===== config.mk =====
export PLATFORM = sky130hd
export DESIGN_NAME = dhti_ctrl
export DESIGN_NICKNAME = d
export VERILOG_FILES = /design/src/design/dhti_pkg.sv /design/src/design/dhti_ctrl.sv
export SDC_FILE = /design/constraint.sdc
export NUM_CORES = 1
export LEC_CHECK = 0
export BUFFER_PORTS_ARGS = -buffer_cell sky130_fd_sc_hd__buf_2
export CORE_MARGIN = 4
export CORE_UTILIZATION = 34
export DETAILED_ROUTE_END_ITERATION = 6
export HOLD_SLACK_MARGIN = 0.15
export PLACE_DENSITY = 0.6
export SLEW_MARGIN = 20
export SYNTH_ARGS = -nofsm -noshare
export SYNTH_HDL_FRONTEND = slang
export SYNTH_SLANG_ARGS = --single-unit

===== constraint.sdc =====
create_clock -name clk -period 2.4 [get_ports clk]
set_clock_uncertainty 0.1 [all_clocks]
set_input_delay 0.48 -clock clk [delete_from_list [all_inputs] [get_ports clk]]
set_output_delay 0.48 -clock clk [all_outputs]
set_load 0.02 [all_outputs]

===== src/design/dhti_pkg.sv =====
`timescale 1ns / 1ps
`default_nettype none
// ----------------------------------------------------------------------------
// dhti_pkg
// Shared types and constants of the double-hashing insert table.
// ----------------------------------------------------------------------------
package dhti_pkg;

	localparam int DEPTH      = 1024;
	localparam int ADDR_W     = 10;
	localparam int SIZE_W     = 11;
	localparam int KEY_W      = 64;

	localparam logic [1:0] OP_INSERT = 2'd0;
	localparam logic [1:0] OP_READ   = 2'd1;
	localparam logic [1:0] OP_CLEAR  = 2'd2;

	localparam logic REG_TABLE_SIZE = 1'b0;
	localparam logic REG_STEP_LIMIT = 1'b1;

	typedef enum logic [2:0] {
		RES_NONE,
		RES_INS,
		RES_FULL,
		RES_READ,
		RES_ZERO
	} res_kind_t;

	typedef struct packed {
		logic      capture;
		logic      mul_step;
		logic      div_load;
		logic      div_step;
		logic      div_both;
		logic      mid_load;
		logic      probe_init;
		logic      probe_adv;
		logic      rd_idx;
		logic      ins_write;
		logic      clr_init;
		logic      clr_step;
		res_kind_t emit;
	} dp_cmd_t;

	typedef struct packed {
		logic [1:0] op;
		logic       slot_busy;
		logic       last_probe;
		logic       clr_last;
	} dp_stat_t;

endpackage
`default_nettype wire


===== src/design/dhti_ctrl.sv =====
`timescale 1ns / 1ps
`default_nettype none
// ----------------------------------------------------------------------------
// dhti_ctrl
// Sequencer: hashing, reductions, probe walk, slot read and table clear.
// ----------------------------------------------------------------------------
module dhti_ctrl import dhti_pkg::*; (
	input  wire logic     clk,
	input  wire logic     arst_n,
	input  wire logic     start,
	input  wire logic [1:0] op,
	input  wire dp_stat_t stat,
	output logic          busy,
	output dp_cmd_t       cmd
);

	typedef enum logic [12:0] {
		S_CLEAR = 13'b0000000000001,
		S_IDLE  = 13'b0000000000010,
		S_MUL   = 13'b0000000000100,
		S_PREP  = 13'b0000000001000,
		S_DIV1  = 13'b0000000010000,
		S_MID   = 13'b0000000100000,
		S_DIV2  = 13'b0000001000000,
		S_PSET  = 13'b0000010000000,
		S_PRD   = 13'b0000100000000,
		S_PCHK  = 13'b0001000000000,
		S_RD    = 13'b0010000000000,
		S_RDOUT = 13'b0100000000000,
		S_FIN   = 13'b1000000000000
	} state_t;

	state_t     state_q, state_d;
	logic [5:0] cnt_q, cnt_d;
	logic       pend_q, pend_d;

	always_comb begin
		state_d = state_q;
		cnt_d   = cnt_q;
		pend_d  = pend_q;
		cmd     = '0;
		cmd.emit = RES_NONE;
		unique case (state_q)
			S_CLEAR: begin
				cmd.clr_step = 1'b1;
				if (stat.clr_last) begin
					if (pend_q) cmd.emit = RES_ZERO;
					pend_d  = 1'b0;
					state_d = S_IDLE;
				end
			end
			S_IDLE: begin
				if (start) begin
					cmd.capture = 1'b1;
					cnt_d = '0;
					case (op)
						OP_INSERT: state_d = S_MUL;
						OP_READ:   state_d = S_RD;
						OP_CLEAR: begin
							cmd.clr_init = 1'b1;
							pend_d  = 1'b1;
							state_d = S_CLEAR;
						end
						default: state_d = S_FIN;
					endcase
				end
			end
			S_MUL: begin
				cmd.mul_step = 1'b1;
				cnt_d = cnt_q + 6'd1;
				if (cnt_q == 6'd7) state_d = S_PREP;
			end
			S_PREP: begin
				cmd.div_load = 1'b1;
				cnt_d   = '0;
				state_d = S_DIV1;
			end
			S_DIV1: begin
				cmd.div_step = 1'b1;
				cmd.div_both = 1'b1;
				cnt_d = cnt_q + 6'd1;
				if (cnt_q == 6'(KEY_W - 1)) state_d = S_MID;
			end
			S_MID: begin
				cmd.mid_load = 1'b1;
				cnt_d   = '0;
				state_d = S_DIV2;
			end
			S_DIV2: begin
				cmd.div_step = 1'b1;
				cnt_d = cnt_q + 6'd1;
				if (cnt_q == 6'(SIZE_W - 1)) state_d = S_PSET;
			end
			S_PSET: begin
				cmd.probe_init = 1'b1;
				state_d = S_PRD;
			end
			S_PRD: begin
				state_d = S_PCHK;
			end
			S_PCHK: begin
				if (!stat.slot_busy) begin
					cmd.ins_write = 1'b1;
					cmd.emit = RES_INS;
					state_d  = S_IDLE;
				end else if (stat.last_probe) begin
					cmd.emit = RES_FULL;
					state_d  = S_IDLE;
				end else begin
					cmd.probe_adv = 1'b1;
					state_d = S_PRD;
				end
			end
			S_RD: begin
				cmd.rd_idx = 1'b1;
				state_d = S_RDOUT;
			end
			S_RDOUT: begin
				cmd.emit = RES_READ;
				state_d  = S_IDLE;
			end
			S_FIN: begin
				cmd.emit = RES_ZERO;
				state_d  = S_IDLE;
			end
			default: state_d = S_IDLE;
		endcase
	end

	always_ff @(posedge clk or negedge arst_n) begin
		if (!arst_n) begin
			state_q <= S_CLEAR;
			cnt_q   <= '0;
			pend_q  <= 1'b0;
		end else begin
			state_q <= state_d;
			cnt_q   <= cnt_d;
			pend_q  <= pend_d;
		end
	end

	assign busy = (state_q != S_IDLE);

endmodule
`default_nettype wire


Word level (Yosys, flattened, before mapping):

Cells that the tools add are included.

* add/subtract/negate cells: 1
* equal/unequal tests: 25
* multiplexer cells: 38
* reductions and logical operators: 9

Operators by type and width (count)
* case mux 13 bit (11 select lines): 1
* two-way mux 13 bit: 6
* case mux 13 bit (3 select lines): 1
* two-way mux 1 bit: 21
* case mux 6 bit (3 select lines): 1
* equality test 13 x 1 -> 1 bit, second input constant: 1
* equality test 13 x 10 -> 1 bit, second input constant: 1
* equality test 13 x 11 -> 1 bit, second input constant: 1
* equality test 13 x 12 -> 1 bit, second input constant: 1
* equality test 13 bit, second input constant: 1
* equality test 13 x 2 -> 1 bit, second input constant: 1
* equality test 13 x 3 -> 1 bit, second input constant: 1
* equality test 13 x 4 -> 1 bit, second input constant: 1
* equality test 13 x 5 -> 1 bit, second input constant: 1
* equality test 13 x 6 -> 1 bit, second input constant: 1
* equality test 13 x 7 -> 1 bit, second input constant: 1
* equality test 13 x 8 -> 1 bit, second input constant: 1
* equality test 13 x 9 -> 1 bit, second input constant: 1
* != test 13 x 2 -> 1 bit, second input constant: 1
* case mux 3 bit (4 select lines): 1
* != test 2 bit, second input constant: 5
* two-way mux 9 bit: 1
* adder 6 x 1 -> 6 bit, second input constant: 1
* equality test 6 x 3 -> 1 bit, second input constant: 1
* 17 further kinds: 20

* flip-flop bits (word level): 20
* output and inout bits: 16
* word-level logic and storage cells: 76

Depth between registers and ports, before layout:

Gate-level depths: netlist of run 1.

* depth in word-level cells: 4
* depth in mapped cells: 7
* gate-level depth less buffers: 6

Worst setup path before layout of run 1:

No wires, ideal clock.

* path type: register to output
* start point: register state_q[0]
* end point: output port cmd[2] in the netlist's numbering
* arrival: 1913 ps
* data required time: 1820 ps
* slack: -93 ps
* cell stages (with the launch flop): 5
* cells stage by stage: dfstp_2 > or4b_1 > nor3_1 > a21oi_1 > nor4_1

RTL lines
* start: declaration: line dhti_ctrl.sv:33 `state_t state_q, state_d;`
* start signal: assignment: line dhti_ctrl.sv:136 `state_q <= state_d;`
* end: declaration: line dhti_ctrl.sv:14 `output dp_cmd_t cmd`

==> flow_summary.yaml, run 1 <==
yosys:
  avgSynthCellArea_um2: 8.677
  async_flop_share_pct: 100.0
  synth.distinct_cells: 44
  synth_seq_cells: 20
  synth_warnings: 0
  netlist_instances: 153
  syn-num-nets: 165
  synth-seq-area-share_pct: 37.79
  synth_flop_cell: "dfrtp_1"
  synthesis.area_um2: 1328
  synth_edf_count: 0
clock_network:
  cts.sinks: 20
  numCtsBuffers: 3
  clk_latency_ns: 0.27
  htreeDepth: 1
  clockBufferDepth: 2
  clockRootBuffer: "clkbuf_8"
  cts_tree: "built"
  clkTransAtPathRegs_ns: 0.08
routing:
  ant_nets: 0
  viasPerCell: 5.683
  wl_per_cell_um: 16.16
  vias: 1489
  wirelength_um: 4234
  first_iter_violations: 103
  drt_first_pass_iters: 4
  drc: 0
cells_and_area:
  final_cell_mix: "41 x buf_4, 15 x dfrtp_1, 12 x nor2_1, 10 x buf_2"
  nFillCells: 311
  final_common_cell: "buf_4"
  area_delta_synth_final_pct: 56.74
  drive_gt1_share_pct: 48.60
  layout.cells.non_filler: 262
  num_antenna_cells: 0
  nets: 227
  final_core_utilization_pct: 55.99
placement:
  dpl.cell_count: 234
  portBuffers: 23
  place.gp.congestion: 0.8564
  hpwlAfterDp_um: 2727
worst_hold_path:
  holdPathEnd: "state_q[10]"
  min-delay-start: "op[1]"
  whs_path_depth: 2
  hp-class: "in2reg"
worst_setup_path:
  start_kind: "register"
  cpPeakStageDelay_ns: 0.45
  rr_endpoint: "pend_q"
  critical_path_class: "reg2out"
  crit_required_ns: 1.82
  cp_slowest_cell: "or3b_4"
  rr_worst_depth: 13
  regToRegSetupSlack_ns: -0.06
  crit_chain: "buf_12 -> nor4_4 -> nand4_1 -> or3b_4 -> nor2_4 -> buf_6"
  cp.arrival_ns: 1.93
  critPathMaxFanout: 3
  r2r_start: "state_q[9]"
  endpoint_kind: "output pin"
run_status:
  status: "complete, but fails checks"
  violations: "negative setup slack"
floorplan:
  rows: 22
  initial_core_util_pct: 35.72
  die_w_um: 70.49
  dieArea_um2: 4968
  chipHeight_um: 70.49
  num_io_pins: 26
  core_um2: 3716
global_routing:
  grt_util_all_layers_pct: 16.03
  antenna_found_initial: 0
  grt_max_degree: 21
  overflow: 0
  grt_pass1_wl_um: 6417
  first_global_vias: 1413
sta:
  worst_slack_ns: -0.1072
  finalCriticalPeriod_ns: 2.507
  grt_setup_unrepaired: "true"
  setup_viol_count_final: 7
  slew_viol_final: 0
  final-hold-violation-count: 0
  post-route-period-util_pct: 104.5
  holdWs_ns: 0.3108
  max_slew_margin_pct: 70.28
  fmax_ghz: 0.3989
  tightest_slew_ns: 0.4417
power:
  vdd_drop_max_uv: 499.1
  p_per_area_nw_per_um2: 956.3
  p_leak_uw: 0.0009830
  p_total_uw: 1990
flow_run:
  maxCapViolCount: 0
## flip-flops by register name, summed over array words and instances, names as in the netlist
register,flops
state_q,13
pend_q,1
cnt_q,6
## metal layers
metal  global-route usage, %  share of wire, %  routed length (um)  up-vias
li1                        -                 -                   -      696
met3                   3.309               6.4                 273       13
met4                   6.596               2.6                 112        0
met2                   26.82                50                2104       64
met5                       0                 0                   0        -
met1                   19.88                41                1744      716
## critical path, delay by kind of cell (launching register included)
kind	cells	cell delay [ns]
DFF	1	0.39
buffers and inverters	2	0.24
and+or+nand+nor	4	1.02
## synth_stat cells (3+ instances only)
cell,count,area [um^2]
nor3b_1,4,30.03
buf_2,4,20.02
nor3_1,10,50.05
nand2_1,9,33.78
nand3_1,5,25.02
or2_2,3,18.77
nor2_1,17,63.81
and3_1,5,31.28
a21oi_1,8,40.04
nor4_1,5,31.28
o21ai_0,5,25.02
o21ai_1,3,15.01
nand4_1,6,37.54
a21o_1,4,30.03
inv_1,5,18.77
dfrtp_1,19,475.5
nand2b_1,5,31.28
## where the power goes
group          switching, uW  total (uW)  internal, uW  leakage, uW
combinational            641        1250           606     0.000693
clock                    121         267           146    0.0000288
sequential              82.1         475           393     0.000261
total                    844        1990          1150     0.000983
## per-stage QoR
step           TNS (ns)  area [um^2]  setup slack, ns
6_report        -0.4000         2081          -0.1072
2_1_floorplan         0         1340         0.005584
3_5_place_dp          0         1600           0.1006
4_1_cts         -0.2783         1878         -0.08541
5_1_grt          -1.043         2081          -0.1826
3_3_place_gp          0         1600           0.1307
## timing repair
| item | in CTS | in global routing |
|---|---|---|
| setup endpoints to repair | 10 | 14 |
| setup buffers | 15 | 8 |
| hold endpoints to repair | 19 | 0 |
| pin swaps | 6 | 11 |
| gates cloned | 0 | 0 |
| hold buffers | 1 | 0 |
| resized for setup | 21 | 37 |
## kinds of logic (layout without fill, tap and decap cells)
family	Yosys count	in the layout	share of synthesized area [%]
AO/OA/AOI/OAI	31	31	15.65
AND/OR/NAND/NOR	87	87	39.21
XOR/XNOR	3	3	1.980
flip-flops	20	20	37.80
buffers and inverters	10	71	3.488
adder cells (fa/ha/maj)	2	2	1.885
## how the worst max path moves through the flow
stage | to | start | cells past startpoint
2_1_floorplan | cmd[7] | state_q[3] | 4
3_3_place_gp | cmd[4] | state_q[8] | 5
3_5_place_dp | cmd[7] | state_q[3] | 5
4_1_cts | cmd[7] | state_q[3] | 5
5_1_grt | pend_q | state_q[9] | 13
6_report | cmd[7] | state_q[0] | 6
## final cells by class
class,count,area [um^2],share of cell area [%]
Sequential cell,20,506.7,24.35
Timing Repair Buffer,62,489.2,23.51
Multi-Input combinational cell,123,950.9,45.70
Clock buffer,4,55.05,2.646
Inverter,5,18.77,0.9020
Tap cell,48,60.06,2.886
Power figures use the tool's default switching activity.
==> run 2, diff against run 1 <==
--- a/config.mk
+++ b/config.mk
@@ -8,9 +8,10 @@
 export BUFFER_PORTS_ARGS = -buffer_cell sky130_fd_sc_hd__buf_2
 export CORE_MARGIN = 4
 export CORE_UTILIZATION = 34
+export CTS_CLUSTER_SIZE = 24
 export DETAILED_ROUTE_END_ITERATION = 6
 export HOLD_SLACK_MARGIN = 0.15
-export PLACE_DENSITY = 0.6
+export PLACE_DENSITY = 0.54
 export SLEW_MARGIN = 20
 export SYNTH_ARGS = -nofsm -noshare
 export SYNTH_HDL_FRONTEND = slang
==> flow_summary.yaml, run 2 (synthesis gave the netlist of run 1 again) <==
worst_setup_path:
  rr_endpoint: "cnt_q[3]"
  cp_slowest_cell: "or4_4"
  endpoint_kind: "output pin"
  cpMostUsedCell: "buf_4"
  endpoint: "cmd[2]"
  path_depth: 4
  cpPeakStageDelay_ns: 0.61
  critPathMaxFanout: 4
  rr_worst_depth: 6
  crit_chain: "or4_4 -> buf_4 -> nor4_2 -> buf_4"
  critical_path_class: "reg2out"
  cp-startpoint: "state_q[8]"
  start_kind: "register"
  crit_required_ns: 1.82
  regToRegSetupSlack_ns: 0.11
  cp_num_buf_inv: 2
  r2r_start: "state_q[8]"
  cp.arrival_ns: 1.87
  cp_top_family: "simple AND/OR/NAND/NOR gates"
sta:
  slew_viol_final: 0
  fmax_ghz: 0.4082
  post-route-period-util_pct: 102.1
  holdWs_ns: 0.3173
  worst_slack_ns: -0.05000
  tightest_slew_ns: 0.4765
  finalCriticalPeriod_ns: 2.450
  final-hold-violation-count: 0
  max_slew_margin_pct: 68.23
  setup_viol_count_final: 4
  grt_setup_unrepaired: "true"
  final.setup.tns_ns: -0.1274
worst_hold_path:
  hp-class: "in2reg"
global_routing:
  grt_util_all_layers_pct: 14.88
  overflow: 0
  antenna_found_initial: 0
  grt_pass1_wl_um: 6072
  grt_max_degree: 21
  first_global_vias: 1293
cells_and_area:
  drive_gt1_share_pct: 44.39
  largest-register: "state_q"
  largestRegisters: "state_q (13), cnt_q (6), pend_q (1)"
  nets: 218
  final_area_um2: 1929
  final_common_cell: "buf_4"
  final_core_utilization_pct: 51.92
  final_cell_mix: "36 x buf_4, 15 x dfrtp_1, 12 x nor2_1, 11 x buf_2, 9 x nand2_1"
  layout.cells.non_filler: 253
  num_antenna_cells: 0
  area_delta_synth_final_pct: 45.33
  largest_reg_flops: 13
clock_network:
  clkTransAtPathRegs_ns: 0.07
  cts_tree: "built"
  clockRootBuffer: "clkbuf_8"
  cts.sinks: 20
  htreeDepth: 1
  numCtsBuffers: 3
  clk_latency_ns: 0.26
  clockBufferDepth: 2
placement:
  place.gp.congestion: 0.8986
  dpl.cell_count: 236
  place_area_um2: 1615
  hpwlAfterDp_um: 2730
  portBuffers: 23
power:
  p_leak_uw: 0.0009101
  p_per_area_nw_per_um2: 925.6
  p_seq_share_pct: 25.5
  p_int_uw: 1012
  switching_share_pct: 43.30
  p_comb_share_pct: 61.4
  vdd_drop_max_uv: 455.7
  p_sw_uw: 773.3
  clock_power_share_pct: 13.1
routing:
  drt_first_pass_iters: 4
  vias: 1388
  drc: 0
  wl_per_cell_um: 15.13
  first_iter_violations: 47
  ant_nets: 0
  wirelength_um: 3829
  viasPerCell: 5.486
floorplan:
  die_w_um: 70.49
  num_io_pins: 26
  rows: 22
  chipHeight_um: 70.49
  dieArea_um2: 4968
  initial_core_util_pct: 35.72
  core_um2: 3716
run_status:
  status: "complete, but fails checks"
  violations: "negative setup slack"
flow_run:
  maxCapViolCount: 0
-- run 2: cell types whose count changed in the layout (fill, tap and decap cells not counted), moves of 3 or more --
| cell | before | now |
|---|---|---|
| buf_4 | 41 | 36 |
| buf_6 | 9 | 5 |
| nor2_2 | 1 | 4 |
| nor2_4 | 4 | 1 |
-- run 2: final cells by class --
cell class	count	area (um^2)
multi-input cells	123	907.1
fillers	355	1787
flip-flops and latches	20	506.7
clock buffers	4	45.04
repair buffers	53	391.6
inverters	5	18.77
well taps	48	60.06
-- run 2: how the worst min path moves through the flow --
stage / from / end / slack, ns / depth (start not counted)
finish: op[1] / state_q[10] / 0.32 / 2
global route: op[1] / state_q[10] / 0.32 / 2
CTS: op[1] / state_q[10] / 0.31 / 2
detailed placement: arst_n / pend_q / 0.37 / 1
global placement: arst_n / state_q[2] / 0.36 / 1
floorplan: arst_n / cnt_q[0] / 0.08 / 0
-- run 2: metrics by stage --
step,worst slack [ns],power (uW)
4_1_cts,-0.1077,1597
3_3_place_gp,0.1278,1265
6_report,-0.05000,1786
2_1_floorplan,0.005584,976.2
5_1_grt,-0.1425,1884
3_5_place_dp,0.08972,1275
-- run 2: layer usage --
layer | vias up | GRT usage (%) | wire length (um)
met3 | 4 | 2.446 | 195
met5 | - | 0 | 0
met1 | 670 | 20.81 | 1688
li1 | 674 | - | -
met4 | 0 | 3.191 | 27
met2 | 40 | 24.01 | 1918
-- run 2: worst register-to-register path, cell delays in order (launching register included) --
cell	delay, ns
dfrtp_1	0.39
or4_4	0.61
nor3_4	0.16
buf_4	0.14
o2111ai_1	0.17
a21o_1	0.31
a211o_1	0.31
-- run 2: what timing repair did --
action | 4_1_cts | 5_1_grt
hold buffers | 1 | 0
pin swaps | 9 | 11
buffers inserted | 4 | 9
endpoints found under the hold margin | 19 | 0
setup endpoints to repair | 8 | 14
resized for setup | 19 | 26
-- run 2: power groups by stage --
stage          sequential (uW)  clock (uW)  combinational, uW
3_5_place_dp               467           0                809
4_1_cts                    463         241                893
5_1_grt                    462         250               1170
6_report                   455         234               1100
2_1_floorplan              448           0                528
3_3_place_gp               465           0                801
==> run 3, diff against run 2 <==
--- a/config.mk
+++ b/config.mk
@@ -8,6 +8,7 @@
 export BUFFER_PORTS_ARGS = -buffer_cell sky130_fd_sc_hd__buf_2
 export CORE_MARGIN = 4
 export CORE_UTILIZATION = 34
+export CTS_BUF_LIST = sky130_fd_sc_hd__clkbuf_4 sky130_fd_sc_hd__clkbuf_8
 export CTS_CLUSTER_SIZE = 24
 export DETAILED_ROUTE_END_ITERATION = 6
 export HOLD_SLACK_MARGIN = 0.15
==> flow_summary.yaml, run 3 (synthesis gave the netlist of run 1 again) <==
run_status:
  status: "complete, but fails checks"
  violations: "negative setup slack"
floorplan:
  num_io_pins: 26
  rows: 22
  chipHeight_um: 70.49
  initial_core_util_pct: 35.72
  die_w_um: 70.49
  dieArea_um2: 4968
  core_um2: 3716
sta:
  final-hold-violation-count: 0
  setup_viol_count_final: 4
  worst_slack_ns: -0.05707
  fmax_ghz: 0.4070
  grt_setup_unrepaired: "true"
  tightest_slew_ns: 0.4760
  finalCriticalPeriod_ns: 2.457
  max_slew_margin_pct: 68.26
  slew_viol_final: 0
  post-route-period-util_pct: 102.4
placement:
  hpwlAfterDp_um: 2730
  dpl.cell_count: 236
  portBuffers: 23
  place.gp.congestion: 0.8986
worst_setup_path:
  crit_required_ns: 1.82
  cp.arrival_ns: 1.88
  critPathMaxFanout: 3
  start_kind: "register"
  critical_path_class: "reg2out"
  regToRegSetupSlack_ns: 0.11
  rr_worst_depth: 6
  endpoint_kind: "output pin"
power:
  p_comb_share_pct: 61.0
  p_leak_uw: 0.0009135
  vdd_drop_max_uv: 455.7
  p_total_uw: 1795
  clock_power_share_pct: 13.7
  switching_share_pct: 42.97
  p_per_area_nw_per_um2: 928.6
  p_int_uw: 1024
  p_seq_share_pct: 25.4
  p_sw_uw: 771.4
cells_and_area:
  final_common_cell: "buf_4"
  layout.cells.non_filler: 253
  num_antenna_cells: 0
  area_delta_synth_final_pct: 45.62
  nets: 218
  final_cell_mix: "36 x buf_4, 15 x dfrtp_1, 12 x nor2_1, 11 x buf_2, 9 x nand2_1"
  drive_gt1_share_pct: 44.88
  largest-register: "state_q"
  largest_reg_flops: 13
  largestRegisters: "state_q (13), cnt_q (6), pend_q (1)"
clock_network:
  numCtsBuffers: 3
  htreeDepth: 1
  cts_tree: "built"
  clkTransAtPathRegs_ns: 0.07
  clockBufferDepth: 2
  cts.sinks: 20
  clockRootBuffer: "clkbuf_8"
  clk_latency_ns: 0.26
global_routing:
  grt_max_degree: 21
  first_global_vias: 1293
  grt_pass1_wl_um: 6072
  overflow: 0
  antenna_found_initial: 0
  grt_util_all_layers_pct: 14.88
routing:
  drt_first_pass_iters: 4
  ant_nets: 0
  vias: 1382
  drc: 0
  first_iter_violations: 51
  wl_per_cell_um: 15.08
  viasPerCell: 5.462
  wirelength_um: 3814
flow_run:
  maxCapViolCount: 0
worst_hold_path:
  hp-class: "in2reg"
  whs_path_depth: 2
## run 3: what timing repair did
action	4_1_cts	5_1_grt
setup buffers	4	9
hold buffers	1	0
gates resized for setup	19	26
endpoints found under the hold margin	19	0
endpoints found under the setup margin	8	14
pin swaps	9	11
## run 3: layout make-up
cell class                      count  area (um^2)
Fill cell                         353         1783
Multi-Input combinational cell    123        907.1
Sequential cell                    20        506.7
Timing Repair Buffer               53        391.6
Tap cell                           48        60.06
Clock buffer                        4        48.80
Inverter                            5        18.77
## run 3: path summary, 6_finish.rpt
| check | startpoint | endpoint |
|---|---|---|
| worst min-delay path | op[1] | state_q[10] |
| worst min register to register | cnt_q[0] | cnt_q[0] |
| worst max-delay path | state_q[1] | cmd[7] |
| worst max register to register | state_q[8] | cnt_q[3] |
| min in group asynchronous | arst_n | state_q[5] |
| max in group asynchronous | arst_n | state_q[1] |
## run 3: routing by layer
layer	global-route usage [%]	share of wire, %
met5	0	0
met1	20.81	43
met2	24.01	50
met4	3.191	0.71
met3	2.446	5.8
## run 3: power groups by stage
stage / clock (uW) / combinational (uW) / sequential, uW
final: 245 / 1090 / 455
after CTS: 252 / 893 / 463
after global placement: 0 / 801 / 465
after detailed placement: 0 / 809 / 467
after global routing: 262 / 1170 / 462
after floorplan: 0 / 528 / 448
## run 3: metrics by stage
stage | hold WS [ns] | TNS, ns | cell area [um^2] | utilization (%) | setup WS [ns]
finish | 0.3174 | -0.1557 | 1933 | 52.02 | -0.05707
global route | 0.3250 | -0.6783 | 1933 | 52.02 | -0.1425
CTS | 0.3142 | -0.3134 | 1774 | 47.74 | -0.1077
detailed placement | 0.3680 | 0 | 1615 | 43.47 | 0.08972
global placement | 0.3579 | 0 | 1615 | 43.47 | 0.1278
floorplan | 0.08441 | 0 | 1340 | - | 0.005584
## run 3: critical path, cell delays in order (launching register included)
cell     delay, ns
dfrtp_2       0.44
nor4_4        0.35
nand4_1       0.17
or3b_4        0.41
nor2_2        0.13
buf_6         0.12
